File: src/hdl/kbms_pkg.sv
// Shared constants, types and helper functions of the k-mer membership scorer.
package kbms_pkg;

  localparam int SET_ENTRIES = 65536;
  localparam int ADDR_W      = $clog2(SET_ENTRIES);
  localparam int MAX_K       = 8;
  localparam int WIN_W       = 2 * MAX_K;
  localparam int KW          = $clog2(MAX_K + 1);
  localparam int CFG_W       = 4;
  localparam int EPOCH_W     = 8;
  localparam int HIT_W       = 17;
  localparam int COUNT_W     = 32;
  localparam int CHAR_W      = 8;
  localparam int IN_DATA_W   = 8;
  localparam int IN_USER_W   = 2;
  localparam int OUT_DATA_W  = 56;
  localparam int OUT_PAD_W   = OUT_DATA_W - HIT_W - COUNT_W;

  localparam logic [CFG_W-1:0]   KLEN_RESET = CFG_W'(8);
  localparam logic [HIT_W-1:0]   HIT_MAX    = {HIT_W{1'b1}};
  localparam logic [EPOCH_W-1:0] EPOCH_NONE = '0;
  localparam logic [EPOCH_W-1:0] EPOCH_FIRST = EPOCH_W'(1);

  localparam logic REQ_ADD   = 1'b0;
  localparam logic REQ_SCORE = 1'b1;

  localparam logic [CHAR_W-1:0] CHAR_A = 8'h41;
  localparam logic [CHAR_W-1:0] CHAR_C = 8'h43;
  localparam logic [CHAR_W-1:0] CHAR_G = 8'h47;
  localparam logic [CHAR_W-1:0] CHAR_T = 8'h54;

  typedef struct packed {
    logic       valid;
    logic [1:0] code;
  } base_t;

  typedef struct packed {
    logic [ADDR_W-1:0] key;
    logic              key_valid;
  } key_t;

  function automatic base_t base_code(input logic [CHAR_W-1:0] ch);
    base_t b;
    case (ch)
      CHAR_A:  b = '{valid: 1'b1, code: 2'd0};
      CHAR_C:  b = '{valid: 1'b1, code: 2'd1};
      CHAR_G:  b = '{valid: 1'b1, code: 2'd2};
      CHAR_T:  b = '{valid: 1'b1, code: 2'd3};
      default: b = '{valid: 1'b0, code: 2'd0};
    endcase
    return b;
  endfunction

  function automatic logic [KW-1:0] eff_k(input logic [CFG_W-1:0] len);
    logic [KW-1:0] k;
    if (len == '0) begin
      k = KW'(1);
    end else if (len > CFG_W'(MAX_K)) begin
      k = KW'(MAX_K);
    end else begin
      k = KW'(len);
    end
    return k;
  endfunction

endpackage

File: src/hdl/kbms_keygen.sv
// Sliding k-mer window and fill counter that form the store key of each character.
module kbms_keygen (
  input  logic                      clk,
  input  logic                      rst,
  input  logic                      step,
  input  logic                      score,
  input  logic                      rc,
  input  logic                      last,
  input  logic [kbms_pkg::CHAR_W-1:0] base_char,
  input  logic [kbms_pkg::KW-1:0]   k,
  output kbms_pkg::key_t            key_out
);

  import kbms_pkg::*;

  logic [WIN_W-1:0]          win;
  logic [WIN_W-1:0]          win_next;
  logic [WIN_W-1:0]          mask;
  logic [KW-1:0]             filled;
  logic [KW-1:0]             filled_next;
  logic [KW:0]               sh;
  logic [1:0]                v;
  logic [WIN_W+ADDR_W-1:0]   win_ext;
  base_t                     b;

  always_comb begin
    b = base_code(base_char);
    for (int i = 0; i < MAX_K; i++) begin
      mask[2*i +: 2] = (KW'(i) < k) ? 2'b11 : 2'b00;
    end
    sh = {k - KW'(1), 1'b0};
    if (score && rc) begin
      v = b.valid ? ~b.code : 2'b00;
      win_next = ((win & mask) >> 2) | ({{(WIN_W-2){1'b0}}, v} << sh);
    end else begin
      v = b.valid ? b.code : 2'b00;
      win_next = {win[WIN_W-3:0], v};
    end
    win_next = win_next & mask;
    filled_next = (filled < k) ? filled + KW'(1) : k;
    win_ext = {{ADDR_W{1'b0}}, win_next};
    key_out.key = win_ext[ADDR_W-1:0];
    key_out.key_valid = (filled_next == k);
  end

  always_ff @(posedge clk) begin
    if (rst) begin
      win <= '0;
      filled <= '0;
    end else if (step) begin
      if (last) begin
        win <= '0;
        filled <= '0;
      end else begin
        win <= win_next;
        filled <= filled_next;
      end
    end
  end

endmodule

File: config.mk
export PLATFORM = sky130hd
export DESIGN_NAME = kbms_keygen
export DESIGN_NICKNAME = d
export VERILOG_FILES = /design/src/hdl/kbms_pkg.sv /design/src/hdl/kbms_keygen.sv
export SDC_FILE = /design/constraint.sdc
export NUM_CORES = 1
export LEC_CHECK = 0
export BUFFER_PORTS_ARGS = -buffer_cell sky130_fd_sc_hd__buf_2
export CAP_MARGIN = 20
export CORE_MARGIN = 5
export CORE_UTILIZATION = 52
export CTS_BUF_LIST = sky130_fd_sc_hd__clkbuf_4 sky130_fd_sc_hd__clkbuf_8
export CTS_CLUSTER_DIAMETER = 150
export DETAILED_ROUTE_END_ITERATION = 8
export PLACE_DENSITY = 0.83
export RECOVER_POWER = 50
export SKIP_CTS_REPAIR_TIMING = 1
export SLEW_MARGIN = 15
export SYNTH_ARGS = -nofsm -noshare
export SYNTH_HDL_FRONTEND = slang
export SYNTH_SLANG_ARGS = --single-unit
File: constraint.sdc
create_clock -name clk -period 2.1 [get_ports clk]
set_input_delay 0.21 -clock clk [delete_from_list [all_inputs] [get_ports clk]]
set_output_delay 0.21 -clock clk [all_outputs]
set_load 0.01 [all_outputs]
==> out/metrics.csv, run 1 <==
stage,metric,value,unit
routing,drt_iter0_markers,144,
critical_path,cp_slowest_cell,dfxtp_4,
power_and_ir_drop,vdd.ir_drop.worst,0.000180,V
finish,layout_commonest_cell,buf_2,
die,dieArea,4670,µm²
sta,hold_ws,0.232,ns
sta,finalHoldViolations,0,
critical_path,cpPeakStageDelay,0.39,ns
critical_path,crit_chain,ha_1 > or2_2 > a21oi_2 > a21oi_2 > a41o_1 > buf_2,
sta,fin_worst_skew,0.00375,ns
synthesis,synth_cells,236,
die,fp.dieH,68.3,µm
grt,grt_pass1_wl,8.25,mm
synthesis,synth.avg_cell_area,7.49,µm²
critical_path,cp.arrival,1.87,ns
die,die_w,68.3,µm
cts,cts_tree,yes,
grt,grt-ovfl-total,0,
die,io_pins,35,
cts,clock_path_buffers,2,
status,status,"complete, no violations",
critical_path,worst_ep_required_time,1.89,ns
sta,relSlewSlack,60.1,%
cts,h-tree-depth,1,
critical_path,r2r_slack,0.47,ns
finish,fin_nets,304,
synthesis,synth_edf_count,0,
sta,slew_viol_final,0,
power_and_ir_drop,power.leakage,0.858,nW
synthesis,synthFlopType,dfxtp_1,
finish,drive_gt1_share,27.7,%
power_and_ir_drop,total_power,886,µW
cts,clkLatencyLatePin,0.31,ns
routing,vias_per_cell,6.14,
finish,nFillCells,306,
routing,vias,1990,
routing,wl,4.95,mm
placed_design,gp_congestion,0.942,
critical_path,cp-end-kind,primary output,
finish,area_delta_synth_final,19.0,%
sta,setup_viol_count_final,0,
die,initial_core_util,53.4,%
synthesis,synth_nets,261,
hold_path,min_path_type,in2reg,
sta,layout_min_cycle_time,2.08,ns
die,core-area,3310,µm²
routing,wire_per_inst,15.3,µm
sta,rsz0062_at_grt,yes,
flow_run,cap_violations,0,
critical_path,worst-setup-path-type,reg2out,
sta,fmax,481,MHz
finish,seq_area,404,µm²
routing,drt_pass1_iterations,4,
sta,fin_crit_sh,99.0,%
sta,worstMarginPinSlew,0.598,ns
placed_design,portBuffers,34,
synthesis,ys_seq_elements,20,
critical_path,start_kind,register,
placed_design,hpwl,3.76,mm
cts,numCtsBuffers,3,
synthesis,synth.yosys.seq_area_share,22.6,%
die,fp-row-count,21,
finish,layout_common_cells,"34 x buf_2, 30 x o21ai_0, 22 x nor2_1, 20 x nand2_1, 19 x dfxtp_1",
grt,grt_pass1_vias,1882,
critical_path,path_max_fanout,6,
cts,cts.sinks,20,
routing,route.detailed.drc,0,
synthesis,synth_cell_types,55,
synthesis,syn_area,1770,µm²
cts,path_clk_slew,0.12,ns
cts,clock-root-buffer,clkbuf_4,
synthesis,synthArstFlopShare,0,%
finish,num_antenna_cells,0,
grt,antenna_found_initial,0,
synthesis,synth-warning-count,0,
grt,grt_util_all_layers,22.7,%
critical_path,cp_common_cell,a21oi_2,
sta,setup-tns-final,0,ns
routing,ant_nets,0,
grt,grt_start_max_net_pins,20,
power_and_ir_drop,power.density,421,nW/µm²
finish,multi_input_area,1300,µm²
## cell families after synthesis
| group | synth area share, % |
|---|---|
| and+or+nand+nor | 28.4 |
| AOI/OAI and AO/OA | 31.9 |
| DFF | 22.6 |
| buffers and inverters | 5.31 |
| xor gates and xnor gates | 3.96 |
| adders and majority gates | 4.95 |
| muxes | 2.83 |
## registers in the layout, summed over array words and instances (netlist names)
name    count
filled      4
win        16
## Yosys cell counts (all sizes together), types with 2 or more instances
master / instances / area (µm²)
o21ai: 36 / 180
nor2: 23 / 88.8
nand2: 22 / 87.6
a21oi: 21 / 116
dfxtp: 20 / 400
a22o: 9 / 78.8
nand3: 8 / 40.0
buf: 7 / 46.3
ha: 7 / 87.6
and2: 6 / 38.8
clkbuf: 5 / 32.5
mux2i: 5 / 50.1
or3: 5 / 31.3
xnor2: 5 / 43.8
a31oi: 4 / 25.0
inv: 4 / 15.0
or2: 4 / 25.0
a32oi: 3 / 33.8
and2b: 3 / 28.8
nor2b: 3 / 18.8
nor3: 3 / 15.0
nor3b: 3 / 22.5
or4: 3 / 22.5
xor2: 3 / 26.3
a221oi: 2 / 23.8
a222oi: 2 / 20.0
a22oi: 2 / 15.0
a41o: 2 / 20.0
nand2b: 2 / 12.5
o22ai: 2 / 12.5
o31ai: 2 / 15.0
## path summary, 6_finish.rpt
| check | startpoint | to | depth (start not counted) |
|---|---|---|---|
| worst max register to register | filled[2] | filled[2] | 6 |
| worst min register to register | win[0] | win[0] | 2 |
| worst max-delay path | filled[2] | key_out[0] | 6 |
| worst min-delay path | last | filled[2] | 3 |
## power breakdown
part / switching (mW) / internal, mW / total, mW
clock network: 0.131 / 0.106 / 0.237
registers: 0.00713 / 0.384 / 0.391
logic: 0.151 / 0.106 / 0.257
total: 0.290 / 0.596 / 0.886
## metal layers
layer  track usage (%)  routed length [µm]
met1              28.9                2100
met2              36.8                2280
met3              4.76                 431
met4              9.68                 141
met5                 0                   0
## through the flow
step	std cells	setup slack (ns)	cell area, µm²	util, %
final	324	0.0202	2100	63.5
after floorplan	236	0.0643	1770	-
after detailed placement	320	0.0797	2040	61.5
after global routing	324	-0.0360	2100	63.5
after CTS	324	-0.121	2070	62.6
after global placement	320	0.118	2040	61.5
## final cells by class
cell class / instances / area share [%]
multi-input combinational: 200 / 61.8
sequential: 20 / 19.2
timing repair buffer: 50 / 13.8
tap: 46 / 2.74
clock buffer: 4 / 1.73
inverter: 4 / 0.714
## worst max-delay path: cells and delay by family, from the launching register on
kind	cells	cell delay (ns)
flip-flops	1	0.39
AND/OR/NAND/NOR	1	0.31
adder cells (fa/ha/maj)	1	0.26
buffers and inverters	1	0.13
AO/OA/AOI/OAI	3	0.46
Note: power is estimated with default switching activity, not from simulation.
==> run 2, diff against run 1 <==
CORE_UTILIZATION = 57   (was 52)
PLACE_DENSITY = 0.86   (was 0.83)
REMOVE_ABC_BUFFERS = 1   (was unset)
clock period = 2 ns   (was 2.1 ns; I/O delays follow)
==> out/metrics.csv, run 2 (synthesis results as in run 1) <==
stage,metric,value,unit
routing,route.detailed.drc,0,
sta,finalHoldViolations,0,
finish,area_delta_synth_final,26.0,%
routing,drt_pass1_iterations,6,
grt,antenna_found_initial,0,
critical_path,critPathCapture,key_out[0],
finish,multi_input_area,1320,µm²
finish,largest_reg_flops,16,
critical_path,cp-end-kind,primary output,
die,io_pins,35,
cts,path_clk_slew,0.13,ns
critical_path,worst-setup-path-type,reg2out,
cts,cts_tree,yes,
power_and_ir_drop,seqPwrFrac,38.3,%
cts,h-tree-depth,1,
placed_design,portBuffers,34,
finish,nFillCells,236,
die,fp-row-count,20,
finish,fin_area,2230,µm²
status,status,"complete, no violations",
sta,fin_worst_skew,0.00472,ns
hold_path,whs_path_depth,3,
placed_design,hpwl,4.03,mm
finish,biggestRegsByFlops,"win x16, filled x4",
power_and_ir_drop,power_frac_comb,29.2,%
sta,layout_min_cycle_time,1.97,ns
cts,numCtsBuffers,3,
sta,slew_viol_final,0,
die,fp.dieH,65.7,µm
placed_design,dpl_cell_area,2070,µm²
routing,vias,2130,
power_and_ir_drop,vdd.ir_drop.worst,0.000557,V
critical_path,reg2reg_depth,6,
routing,drt_iter0_markers,317,
cts,clkLatencyLatePin,0.32,ns
die,dieArea,4320,µm²
die,core-area,3000,µm²
critical_path,start_kind,register,
cts,clock_path_buffers,2,
sta,fin_crit_sh,98.7,%
power_and_ir_drop,power.density,483,nW/µm²
grt,grt_util_all_layers,25.3,%
power_and_ir_drop,p_clk_share,32.5,%
grt,grt-ovfl-total,0,
power_and_ir_drop,intPower,742,µW
flow_run,cap_violations,0,
critical_path,cp.arrival,1.77,ns
grt,grt_start_max_net_pins,16,
power_and_ir_drop,power.leakage,0.927,nW
power_and_ir_drop,p_sw,334,µW
sta,worstMarginPinSlew,0.612,ns
die,initial_core_util,58.9,%
critical_path,crit_start,filled[1],
grt,grt_pass1_vias,1903,
routing,wl,5.88,mm
finish,final_core_util,74.2,%
die,die_w,65.7,µm
finish,num_antenna_cells,0,
sta,relSlewSlack,59.2,%
cts,cts.sinks,20,
grt,grt_pass1_wl,8.52,mm
critical_path,path_max_fanout,4,
critical_path,r2r_start,filled[1],
finish,seq_area,403,µm²
finish,drive_gt1_share,31.7,%
routing,vias_per_cell,6.59,
power_and_ir_drop,sw_frac_of_total,31.0,%
hold_path,min_path_type,in2reg,
finish,fin_nets,316,
critical_path,r2r_slack,0.34,ns
sta,fmax,507,MHz
sta,setup_viol_count_final,0,
finish,regMostFlops,win,
critical_path,reg2reg_to,filled[3],
placed_design,gp_congestion,0.922,
critical_path,worst_ep_required_time,1.80,ns
sta,setup-tns-final,0,ns
finish,instances_no_fill,323,
routing,ant_nets,0,
finish,layout_commonest_cell,buf_2,
cts,clock-root-buffer,clkbuf_4,
routing,wire_per_inst,18.2,µm
placed_design,placed_cells,313,
finish,layout_common_cells,"33 x buf_2, 28 x o21ai_0, 26 x buf_4, 21 x nor2_1, 19 x nand2_1",
-- run 2: metrics by stage --
step           setup slack [ns]  hold slack, ns  power (mW)
5_1_grt                 -0.0563           0.232        1.13
4_1_cts                  -0.127           0.218        1.03
6_report                 0.0264           0.214        1.08
2_1_floorplan             0.172           0.379       0.570
3_3_place_gp             0.0104           0.451       0.684
3_5_place_dp           -0.00440           0.449       0.691
-- run 2: critical path, stage by stage (launching register included) --
cell     delay [ns]
dfxtp_1        0.40
ha_1           0.25
nor3_1         0.33
a21oi_4        0.11
a41o_1         0.22
buf_2          0.14
-- run 2: layout make-up --
type	count	share of cell area [%]
flip-flops and latches	20	18.1
inverters	4	0.674
well taps	33	1.85
multi-input cells	200	59.3
repair buffers	62	17.7
clock inverters	1	1.35
clock buffers	3	1.01
-- run 2: power by group through the flow --
| stage | Combinational [mW] | Clock [mW] | Sequential, mW |
|---|---|---|---|
| final | 0.314 | 0.350 | 0.412 |
| after global routing | 0.338 | 0.374 | 0.414 |
| after CTS | 0.272 | 0.347 | 0.412 |
| after detailed placement | 0.271 | 0 | 0.420 |
| after global placement | 0.264 | 0 | 0.420 |
| after floorplan | 0.151 | 0 | 0.418 |
-- run 2: worst min-delay path by stage --
stage	start	to	slack, ns
after floorplan	k[3]	filled[3]	0.38
after detailed placement	win[0]	win[0]	0.45
final	rst	filled[3]	0.21
after CTS	rst	filled[3]	0.22
after global placement	win[14]	win[14]	0.45
after global routing	rst	filled[3]	0.23
-- run 2: per-layer routing --
metal | GRT usage, % | part of all wire [%] | vias up
li1 | - | - | 988
met1 | 30.1 | 39 | 975
met2 | 44.6 | 47 | 131
met3 | 4.62 | 8.3 | 36
met4 | 9.33 | 5.3 | 0
met5 | 0 | 0 | -
